File: config.mk
export PLATFORM = sky130hd
export DESIGN_NAME = status_led_priority_pattern
export DESIGN_NICKNAME = d
export VERILOG_FILES = /design/src/rtl/slpp_pkg.sv /design/src/rtl/status_led_priority_pattern.sv
export VERILOG_INCLUDE_DIRS = /design/src /design/src/rtl
export SDC_FILE = /design/constraint.sdc
export NUM_CORES = 1
export LEC_CHECK = 0
export BUFFER_PORTS_ARGS = -buffer_cell sky130_fd_sc_hd__buf_2
export CAP_MARGIN = 30
export CORE_ASPECT_RATIO = 1.75
export CORE_UTILIZATION = 55
export DETAILED_ROUTE_END_ITERATION = 8
export PLACE_DENSITY = 0.8
export SYNTH_ARGS = -nofsm -noshare
export SYNTH_HDL_FRONTEND = slang
export SYNTH_SLANG_ARGS = --single-unit
File: constraint.sdc
create_clock -name clk -period 6.4 [get_ports clk]
set_clock_uncertainty 0.15 [all_clocks]
set_input_delay 0.96 -clock clk [delete_from_list [all_inputs] [get_ports clk]]
set_output_delay 0.96 -clock clk [all_outputs]
set_load 0.03 [all_outputs]
File: src/rtl/status_led_priority_pattern_defines.svh
// Assertion macros shared by the status LED pattern block.
`ifndef STATUS_LED_PRIORITY_PATTERN_DEFINES_SVH
`define STATUS_LED_PRIORITY_PATTERN_DEFINES_SVH

// The consequent must hold in the same cycle as the antecedent.
`define SLPP_ASSERT_SAME(label, clk, rst_n, ante, cons, msg) \
  label: assert property (@(posedge clk) disable iff (!rst_n) (ante) |-> (cons)) \
    else $error(msg);

// The consequent must hold in the cycle after the antecedent.
`define SLPP_ASSERT_NEXT(label, clk, rst_n, ante, cons, msg) \
  label: assert property (@(posedge clk) disable iff (!rst_n) (ante) |=> (cons)) \
    else $error(msg);

`endif

File: src/rtl/slpp_pkg.sv
package slpp_pkg;

  localparam int TICK_BITS = 32;

  localparam int CMD_BITS   = 3;
  localparam int LVL_BITS   = 8;
  localparam int CFG_IDX_BITS = 1;
  localparam int PHASE_BITS = 5;

  localparam logic [CMD_BITS-1:0] CMD_TICK     = 3'd0;
  localparam logic [CMD_BITS-1:0] CMD_ACTIVITY = 3'd1;
  localparam logic [CMD_BITS-1:0] CMD_LINES    = 3'd2;
  localparam logic [CMD_BITS-1:0] CMD_FLASH    = 3'd3;
  localparam logic [CMD_BITS-1:0] CMD_ERROR    = 3'd4;

  localparam logic [CFG_IDX_BITS-1:0] REG_BRIGHTNESS = 1'd0;
  localparam logic [CFG_IDX_BITS-1:0] REG_HOLD_TICKS = 1'd1;

  localparam logic [LVL_BITS-1:0] BRIGHTNESS_RESET = 8'd24;
  localparam logic [LVL_BITS-1:0] HOLD_TICKS_RESET = 8'd2;

  localparam logic [PHASE_BITS-1:0] PULSE_PERIOD = 5'd20;
  localparam logic [PHASE_BITS-1:0] PULSE_ON     = 5'd6;
  localparam logic [PHASE_BITS-1:0] BLINK_HALF   = 5'd5;
  localparam logic [PHASE_BITS-1:0] BLINK_PERIOD = 5'd10;

  typedef logic [TICK_BITS-1:0] tick_t;
  typedef logic [LVL_BITS-1:0]  lvl_t;

  // Two fifths of the level, truncated: (2 * lvl * 205) >> 10 is exact for lvl below 256.
  function automatic lvl_t amber_green(input lvl_t lvl);
    logic [18:0] prod;
    prod = {10'd0, lvl, 1'b0} * 19'd205;
    return prod[17:10];
  endfunction

endpackage

File: src/rtl/status_led_priority_pattern.sv
// Status RGB LED pattern controller.
// Input channel: in_valid/in_stall carry one event word per accepted cycle
// (tick, activity, target line levels, flashing mode or error).
// Output channel: out_valid/out_stall carry a new colour word, produced only
// by a tick whose chosen colour differs from the last colour sent.
// Configuration: cfg_valid/cfg_ready write brightness (index 0) or the
// activity hold time in ticks (index 1); cfg_ready is always high.
// An event word is registered on acceptance and processed from the input
// register once the output register is free; its colour word is registered there.
// Throughput: one event word per cycle while the receiver does not stall, set by
// the single update stage between the input register and the output register.
// When the receiver stalls, the colour word holds; the input register still
// accepts one more word, and in_stall rises only when both registers are full.
// Reset clears the tick count, pulse phase, deadlines, line levels, flashing mode,
// the sticky error, both valid flags and the last colour, which starts at black,
// and restores brightness 24 and hold time 2; event data and colour registers are not reset.
`include "status_led_priority_pattern_defines.svh"

module status_led_priority_pattern (
  input  logic                              clk,
  input  logic                              rst_n,
  input  logic                              in_valid,
  output logic                              in_stall,
  input  logic [slpp_pkg::CMD_BITS-1:0]     in_cmd,
  input  logic                              in_is_debug_channel,
  input  logic                              in_active,
  input  logic                              in_boot_level,
  input  logic                              in_reset_level,
  input  logic                              in_flashing_on,
  output logic                              out_valid,
  input  logic                              out_stall,
  output logic [slpp_pkg::LVL_BITS-1:0]     out_red,
  output logic [slpp_pkg::LVL_BITS-1:0]     out_green,
  output logic [slpp_pkg::LVL_BITS-1:0]     out_blue,
  input  logic                              cfg_valid,
  output logic                              cfg_ready,
  input  logic [slpp_pkg::CFG_IDX_BITS-1:0] cfg_index,
  input  logic [slpp_pkg::LVL_BITS-1:0]     cfg_data
);

  logic                              in_valid_r;
  logic [slpp_pkg::CMD_BITS-1:0]     cmd_r;
  logic                              dbg_r, act_r, boot_r, rst_r, flash_r;

  slpp_pkg::lvl_t                    brightness_r, hold_ticks_r;
  slpp_pkg::tick_t                   tick_count_r, tick_count_nxt;
  slpp_pkg::tick_t                   serial_dl_r, serial_dl_nxt;
  slpp_pkg::tick_t                   debug_dl_r, debug_dl_nxt;
  logic [slpp_pkg::PHASE_BITS-1:0]   phase_r, phase_nxt;
  logic                              boot_low_r, boot_low_nxt;
  logic                              reset_low_r, reset_low_nxt;
  logic                              flash_mode_r, flash_mode_nxt;
  logic                              error_r, error_nxt;
  logic [23:0]                       last_colour_r, last_colour_nxt;

  logic                              out_valid_r, out_valid_nxt;
  slpp_pkg::lvl_t                    red_r, green_r, blue_r;
  slpp_pkg::lvl_t                    red_c, green_c, blue_c;

  logic                              adv, work, half, pulse, emit;
  slpp_pkg::tick_t                   dl_new, dbg_diff, ser_diff;
  logic                              dbg_live, ser_live;

  assign adv       = !out_valid_r || !out_stall;
  assign work      = in_valid_r && adv;
  assign in_stall  = in_valid_r && !adv;
  assign cfg_ready = 1'b1;
  assign out_valid = out_valid_r;
  assign out_red   = red_r;
  assign out_green = green_r;
  assign out_blue  = blue_r;

  always_comb begin
    tick_count_nxt  = tick_count_r;
    phase_nxt       = phase_r;
    serial_dl_nxt   = serial_dl_r;
    debug_dl_nxt    = debug_dl_r;
    boot_low_nxt    = boot_low_r;
    reset_low_nxt   = reset_low_r;
    flash_mode_nxt  = flash_mode_r;
    error_nxt       = error_r;
    last_colour_nxt = last_colour_r;
    out_valid_nxt   = adv ? 1'b0 : out_valid_r;
    red_c           = '0;
    green_c         = '0;
    blue_c          = '0;
    emit            = 1'b0;
    dl_new          = tick_count_r + slpp_pkg::tick_t'(hold_ticks_r);

    // The tick count wraps to zero, where the pulse phase restarts too.
    tick_count_nxt = tick_count_r + 1'b1;
    if (tick_count_r == '1 || phase_r == slpp_pkg::PULSE_PERIOD - 1'b1) begin
      phase_nxt = '0;
    end else begin
      phase_nxt = phase_r + 1'b1;
    end
    half  = (phase_nxt < slpp_pkg::BLINK_HALF) ||
            ((phase_nxt >= slpp_pkg::BLINK_PERIOD) &&
             (phase_nxt < slpp_pkg::BLINK_PERIOD + slpp_pkg::BLINK_HALF));
    pulse = phase_nxt < slpp_pkg::PULSE_ON;

    dbg_diff = debug_dl_r - tick_count_nxt;
    ser_diff = serial_dl_r - tick_count_nxt;
    dbg_live = (dbg_diff != '0) && !dbg_diff[slpp_pkg::TICK_BITS-1];
    ser_live = (ser_diff != '0) && !ser_diff[slpp_pkg::TICK_BITS-1];

    if (error_r) begin
      red_c = tick_count_nxt[0] ? brightness_r : '0;
    end else if (reset_low_r) begin
      red_c = pulse ? brightness_r : '0;
    end else if (boot_low_r) begin
      red_c   = brightness_r;
      green_c = slpp_pkg::amber_green(brightness_r);
    end else if (flash_mode_r) begin
      red_c  = half ? brightness_r : '0;
      blue_c = half ? brightness_r : '0;
    end else if (dbg_live) begin
      blue_c = brightness_r;
    end else if (ser_live) begin
      green_c = brightness_r;
    end

    if (!work) begin
      tick_count_nxt = tick_count_r;
      phase_nxt      = phase_r;
    end else begin
      unique case (cmd_r)
        slpp_pkg::CMD_TICK: begin
          emit = {red_c, green_c, blue_c} != last_colour_r;
          if (emit) begin
            last_colour_nxt = {red_c, green_c, blue_c};
            out_valid_nxt   = 1'b1;
          end
        end
        slpp_pkg::CMD_ACTIVITY: begin
          if (act_r) begin
            if (dbg_r) begin
              debug_dl_nxt = dl_new;
            end else begin
              serial_dl_nxt = dl_new;
            end
          end
        end
        slpp_pkg::CMD_LINES: begin
          boot_low_nxt  = !boot_r;
          reset_low_nxt = !rst_r;
        end
        slpp_pkg::CMD_FLASH: begin
          flash_mode_nxt = flash_r;
        end
        slpp_pkg::CMD_ERROR: begin
          error_nxt = 1'b1;
        end
        default: begin
        end
      endcase
      if (cmd_r != slpp_pkg::CMD_TICK) begin
        tick_count_nxt = tick_count_r;
        phase_nxt      = phase_r;
      end
    end
  end

  always_ff @(posedge clk) begin
    if (!rst_n) begin
      in_valid_r    <= 1'b0;
      out_valid_r   <= 1'b0;
      brightness_r  <= slpp_pkg::BRIGHTNESS_RESET;
      hold_ticks_r  <= slpp_pkg::HOLD_TICKS_RESET;
      tick_count_r  <= '0;
      phase_r       <= '0;
      serial_dl_r   <= '0;
      debug_dl_r    <= '0;
      boot_low_r    <= 1'b0;
      reset_low_r   <= 1'b0;
      flash_mode_r  <= 1'b0;
      error_r       <= 1'b0;
      last_colour_r <= '0;
    end else begin
      if (!in_stall) begin
        in_valid_r <= in_valid;
      end
      out_valid_r   <= out_valid_nxt;
      tick_count_r  <= tick_count_nxt;
      phase_r       <= phase_nxt;
      serial_dl_r   <= serial_dl_nxt;
      debug_dl_r    <= debug_dl_nxt;
      boot_low_r    <= boot_low_nxt;
      reset_low_r   <= reset_low_nxt;
      flash_mode_r  <= flash_mode_nxt;
      error_r       <= error_nxt;
      last_colour_r <= last_colour_nxt;
      if (cfg_valid && cfg_ready) begin
        unique case (cfg_index)
          slpp_pkg::REG_BRIGHTNESS: brightness_r <= cfg_data;
          slpp_pkg::REG_HOLD_TICKS: hold_ticks_r <= cfg_data;
          default: begin
          end
        endcase
      end
    end
  end

  always_ff @(posedge clk) begin
    if (!in_stall) begin
      cmd_r   <= in_cmd;
      dbg_r   <= in_is_debug_channel;
      act_r   <= in_active;
      boot_r  <= in_boot_level;
      rst_r   <= in_reset_level;
      flash_r <= in_flashing_on;
    end
    if (work && emit) begin
      red_r   <= red_c;
      green_r <= green_c;
      blue_r  <= blue_c;
    end
  end

  `SLPP_ASSERT_SAME(a_out_matches_last, clk, rst_n, out_valid_r, {red_r, green_r, blue_r} == last_colour_r, "pending colour differs from last colour")
  `SLPP_ASSERT_SAME(a_stall_only_full, clk, rst_n, in_stall, in_valid_r && out_valid_r && out_stall, "input stalled while a register is free")
  `SLPP_ASSERT_NEXT(a_error_sticky, clk, rst_n, error_r, error_r, "error cleared without reset")
  `SLPP_ASSERT_SAME(a_phase_range, clk, rst_n, 1'b1, phase_r < slpp_pkg::PULSE_PERIOD, "pulse phase out of range")

endmodule

After elaboration in Yosys (flattened, before gate mapping)
Index checks and enable logic that the tools add are counted.
{ "op_classes": {"add_sub_neg": 5, "muxes": 25, "n_reduce_logical": 29, "multipliers": 1, "order_cmp": 4, "bitwise_logic": 3, "eq_ne": 7} }
{ "op_table": {"columns": ["operator", "n"], "rows": [
  ["$mux W8", 18],
  ["$reduce_bool A32 Y1", 2],
  ["$sub A32 B32 Y32", 2],
  ["$add A32 B1 Y32 const B", 1],
  ["$add A32 B8 Y32", 1],
  ["$eq A32 B32 Y1 const B", 1],
  ["$ne A24 B24 Y1", 1],
  ["$mul A8 B8 Y16 const B", 1],
  ["$reduce_and A2 Y1", 6],
  ["$lt A5 B3 Y1 const B", 2],
  ["$reduce_and A4 Y1", 2],
  ["$logic_not A1 Y1", 7],
  ["$eq A3 B2 Y1 const B", 2],
  ["$logic_and A1 B1 Y1", 6],
  ["$mux W1", 6],
  ["$add A5 B1 Y5 const B", 1],
  ["$eq A5 B5 Y1 const B", 1],
  ["$ge A5 B4 Y1 const B", 1],
  ["$lt A5 B4 Y1 const B", 1],
  ["$mux W5", 1],
  ["$eq A3 B1 Y1 const B", 1],
  ["$eq A3 B3 Y1 const B", 1],
  ["$logic_not A3 Y1", 1],
  ["$logic_or A1 B1 Y1", 3],
  ["other kinds (3)", 5]
]} }
{ "word_totals": {"ff_bits": 179, "out_inout_bits": 27, "wordCells": 96, "in_bits": 22} }

Logic depth before layout (Yosys ltp)
{ "depth": {"ltp_word": 15, "ltp_mapped": 28, "depth_no_buf": 23} }

Least setup slack after synthesis
OpenSTA, ideal clock, no wires.
{ "synth_timing": {"path_type": "register -> register", "from": "reg brightness_r[6]", "to": "reg blue_r[0] (netlist: out_blue[0]), enable pin", "path_stages_with_launch": 24, "path_buffers": 2, "synth_period_minus_slack_ns": 6.381, "arrival_time_ns": 5.865, "slack_ns": 0.019, "path_cell_list": "dfxtp_1 > clkbuf_1 > clkinv_1 > ha_1 > fa_1 > inv_1 > fa_1 > ha_1 > ha_1 > nor2_1 > nor2_1 > inv_1 > o31ai_1 > nor4_1 > a311oi_1 > mux2i_1 > a2111o_1 > nor3_1 > nor3b_1 > nand3_1 > a222oi_1 > buf_2 > nand2_2 > o21a_1"} }
{ "synth_via": {"elab_chain_len": 10, "elab_cells_between_ends": 23, "cone_classes": "mul (1); eq/ne (1); mux (20); reduce/logical (1)"} }
{ "synth_lines": {"columns": ["item", "line", "text"], "rows": [
  ["start, declared", "status_led_priority_pattern.sv:45", "slpp_pkg::lvl_t brightness_r, hold_ticks_r;"],
  ["start signal, assigned", "status_led_priority_pattern.sv:168", "brightness_r <= slpp_pkg::BRIGHTNESS_RESET;"],
  ["start signal, assigned", "status_led_priority_pattern.sv:195", "slpp_pkg::REG_BRIGHTNESS: brightness_r <= cfg_data;"],
  ["branches (longest 6 deep; another with $mul A8 B8 Y16)", null, null],
  ["$ne A24 B24 Y1 *", "status_led_priority_pattern.sv:129", "emit = {red_c, green_c, blue_c} != last_colour_r;"],
  ["$mux W1 *", "status_led_priority_pattern.sv:127", "unique case (cmd_r)"],
  ["$mux W1 *", "status_led_priority_pattern.sv:123", "if (!work) begin"],
  ["$logic_and A1 B1 Y1 *", "status_led_priority_pattern.sv:213", "if (work && emit) begin"],
  ["end signal, assigned", "status_led_priority_pattern.sv:216", "blue_r <= blue_c;"],
  ["end, declared", "status_led_priority_pattern.sv:57", "slpp_pkg::lvl_t red_r, green_r, blue_r;"]
]} }
Mark *: on every way between the ends.
A chain may end at the register's enable or synchronous reset.

Worst setup path after layout
{ "layout_timing": {"from": "reg tick_count_r[13]", "to": "reg green_r[6] (netlist: out_green[6]), enable pin"} }
{ "layout_via": {"elab_chain_len": 15, "elab_cells_between_ends": 39, "cone_classes": "add/sub (3); order compare (4); eq/ne (2); mux (20); reduce/logical (10)"} }
{ "layout_lines": {"columns": ["item", "line", "text"], "rows": [
  ["start, declared", "status_led_priority_pattern.sv:46", "slpp_pkg::tick_t tick_count_r, tick_count_nxt;"],
  ["start signal, assigned", "status_led_priority_pattern.sv:184", "tick_count_r <= tick_count_nxt;"],
  ["branches (longest 11 deep; another with $add A32 B1 Y32)", null, null],
  ["$ne A24 B24 Y1 *", "status_led_priority_pattern.sv:129", null],
  ["$mux W1 *", "status_led_priority_pattern.sv:127", null],
  ["$mux W1 *", "status_led_priority_pattern.sv:123", null],
  ["$logic_and A1 B1 Y1 *", "status_led_priority_pattern.sv:213", null],
  ["end signal, assigned", "status_led_priority_pattern.sv:215", "green_r <= green_c;"],
  ["end, declared", "status_led_priority_pattern.sv:57", null]
]} }
Marked as above.

==> results.md <==
- Vias per cell: 6.62
- GRT Util Overall: 0.407
- Startpoint Class: register
- Final hold violation count: 0
- Synth Instances: 2038
- Worst hold-check path type: register to register
- Cell Pwr Density: 148 nW/um^2
- DR iter-0 viols: 1147
- WL met1: 20700 um
- Mux cell area share after synthesis: 0.0131
- Syn. warnings: 0
- Via count: 16908
- Initial antenna violation count: 1
- Largest net degree at the start of global routing: 86
- Delay-heaviest family, CP: compound AO/OA/AOI/OAI gates
- Rows: 83
- Area share of the largest cell type after synthesis: 0.180
- I/O Buffers: 47
- H-tree depth: 4
- CTS buffer count: 17
- Arrival time of the worst setup path: 6.38 ns
- First-pass GRT wire length: 94100 um
- Relative slew margins: 0.361
- Share of post-route cells with drive strength above 1: 0.186
- Met2 Routed Length: 31700 um
- Asr flop ratio synth: 0
- Clock latency on the worst-skew pair: 0.46 ns
- Area grow syn2layout: 16.7%
- Crit path largest cell delay: 0.63 ns
- Fin nets: 2287
- Post-synthesis xor/xnor area fraction: 0.0814
- VDD IR-drop max: 0.195 mV
- Distinct cell type count after synthesis: 108
- CTS root buf: clkbuf_16
- Prevailing post-synth register cell: dfxtp_1
- Critical Path Fanout Max: 12
- Final wirelength: 62400 um
- Yosys reg bits: 179
- Simple logic cell fraction of the synthesized area: 0.248
- Die span in x: 132 um
- Status: completed
- # setup viols final: 0
- WP buf/inv: 6
- Fmax achieved: 0.159 GHz
- DR DRC count: 0
- Hold buffers post-CTS: 0
- Syn_nets: 2166
- Largest family of logic cells by synthesized area: compound AO/OA/AOI/OAI gates
- Crit path required time: 6.48 ns
- TritonCTS Sinks: 179
- Die H: 230 um
- Cell Area, Synth: 16400 um^2
- Yosys top cell by area: dfxtp_1
- Most frequent cells after synthesis: 247 x nand2_1, 147 x dfxtp_1, 112 x nor2_1
- Core ar.: 29300 um^2
- Top Layer Used: met4
- Area contributors post-synth: dfxtp_1 18%, ha_1 7.0%, edfxtp_1 5.9%
- Drt wl/cell: 24.4 um
- Worst slew pin tran: 0.958 ns
- Max-cap violations: 0
- CTS clk-pin slew, worst paths: 0.07 ns
- Mapped Avg Cell Area: 8.04 um^2
- Final worst-path cycle share: 0.985
- Crit Path Class: register to register
- Post-synth EDFFs: 32
- CTS tree: yes
- CP most frequent cell: buf_4
- Leakage: 8.50 nW
- Final Core Density: 0.653
- I/O pins: 49
- Starting Density: 0.559
- Number of global-route vias before repair: 16810
- HPWL after DPL: 48500 um
- Worst hold slack: 0.328 ns
- DRT Pass-1 Iters: 5
- Deepest clock path buffer count: 2
- Setup TNS Final: 0 ns
- Tmin final: 6.30 ns
- Pins Over Slew Limit: 0
- Post-Synth Adder-Cell Area: 0.0998
- Crit path capture type: register
- Total power: 2.83 mW
- Synth Area in Compound Gates: 0.260
- Antenna Nets Post-Route: 0
- Gpl congestion: 0.998
- Met3 wire len: 3320 um
- Grt ovf: 0
- Die area: 30500 um^2
- Crit path max-delay cell type: dfxtp_1
- Seq/Total Area, Yosys: 0.238
- Most common cell in the netlist: nand2_1
## what timing repair did
item / CTS / global route
gates cloned: 1 / 1
setup endpoints to repair: 56 / 48
pin swaps: 14 / 20
gates resized for setup: 46 / 54
setup buffers: 2 / 3
## final cells by class
cell class | count | area (um^2)
repair buffers | 244 | 1820
flip-flops and latches | 179 | 3920
clock inverters | 15 | 150
fillers | 2543 | 10200
clock buffers | 17 | 425
well taps | 382 | 478
multi-input cells | 1619 | 12000
inverters | 98 | 368
diodes | 1 | 2.50
## through the flow
| stage | cell area, um^2 | cells | setup slack (ns) |
|---|---|---|---|
| after global routing | 19100 | 2555 | -0.0288 |
| after CTS | 18800 | 2551 | 0.00178 |
| final | 19100 | 2555 | 0.0991 |
| after detailed placement | 18000 | 2516 | -0.792 |
| after global placement | 18000 | 2516 | -0.764 |
| after floorplan | 16400 | 2038 | 0.0191 |
## per-layer routing
metal,vias to the layer above,track usage
li1,7754,-
met1,8049,0.385
met5,-,0
met4,0,0.389
met2,780,0.743
met3,325,0.0567
## tightest hold or removal path, cell delays in order, from the launching register on
cell and delay [ns]:
dfxtp_1 0.32, nand2_1 0.05, a21boi_0 0.06
## cells in the final DEF (no fill, tap or decap), types with 43 or more instances in the layout
master    synthesis  routed
nand2_1         247     244
xor2_1           44      43
buf_2            19      46
inv_1            94      93
and2_1           69      66
a21boi_0         45      45
o21ai_0          56      52
nand3_1          85      84
nor3_1           49      45
dfxtp_1         147     139
nor2_1          112     107
a21oi_1          75      73
ha_1             92      85
xnor2_1          78      73
o211a_1          56      56
buf_4             4     189
## kinds of logic (layout without fill, tap and decap cells)
family,Yosys count,count (layout)
other,1,2
multiplexers,21,21
buffers and inverters,241,374
AND/OR/NAND/NOR,787,787
XOR/XNOR,134,134
adder cells (fa/ha/maj),126,126
AO/OA/AOI/OAI,549,550
flip-flops,179,179
## final timing paths
| check | startpoint | end | slack (ns) | cells after the start |
|---|---|---|---|---|
| max | tick_count_r[13]$_SDFFE_PN0P_ | out_green[6]$_DFFE_PP_ | 0.1 | 26 |
| min | debug_dl_r[0]$_SDFFE_PN0P_ | debug_dl_r[0]$_SDFFE_PN0P_ | 0.33 | 2 |
| max reg2reg | tick_count_r[13]$_SDFFE_PN0P_ | out_green[6]$_DFFE_PP_ | 0.1 | 26 |
| min reg2reg | debug_dl_r[0]$_SDFFE_PN0P_ | debug_dl_r[0]$_SDFFE_PN0P_ | 0.33 | 2 |
## report_power, final
group	internal, mW	switching, mW	leakage (nW)
sequential	1.16	0.0145	1.50
combinational	0.241	0.365	6.72
clock	0.517	0.538	0.279
total	1.92	0.918	8.50
## flip-flops by register name (all words and copies together) (netlist names), 3 cells and up
register,cells
debug_dl_r,32
hold_ticks_r,8
tick_count_r,32
brightness_r,8
out_green,8
serial_dl_r,32
phase_r,5
last_colour_r,24
out_red,8
out_blue,8
cmd_r,3
(Power assumes the default switching activity.)
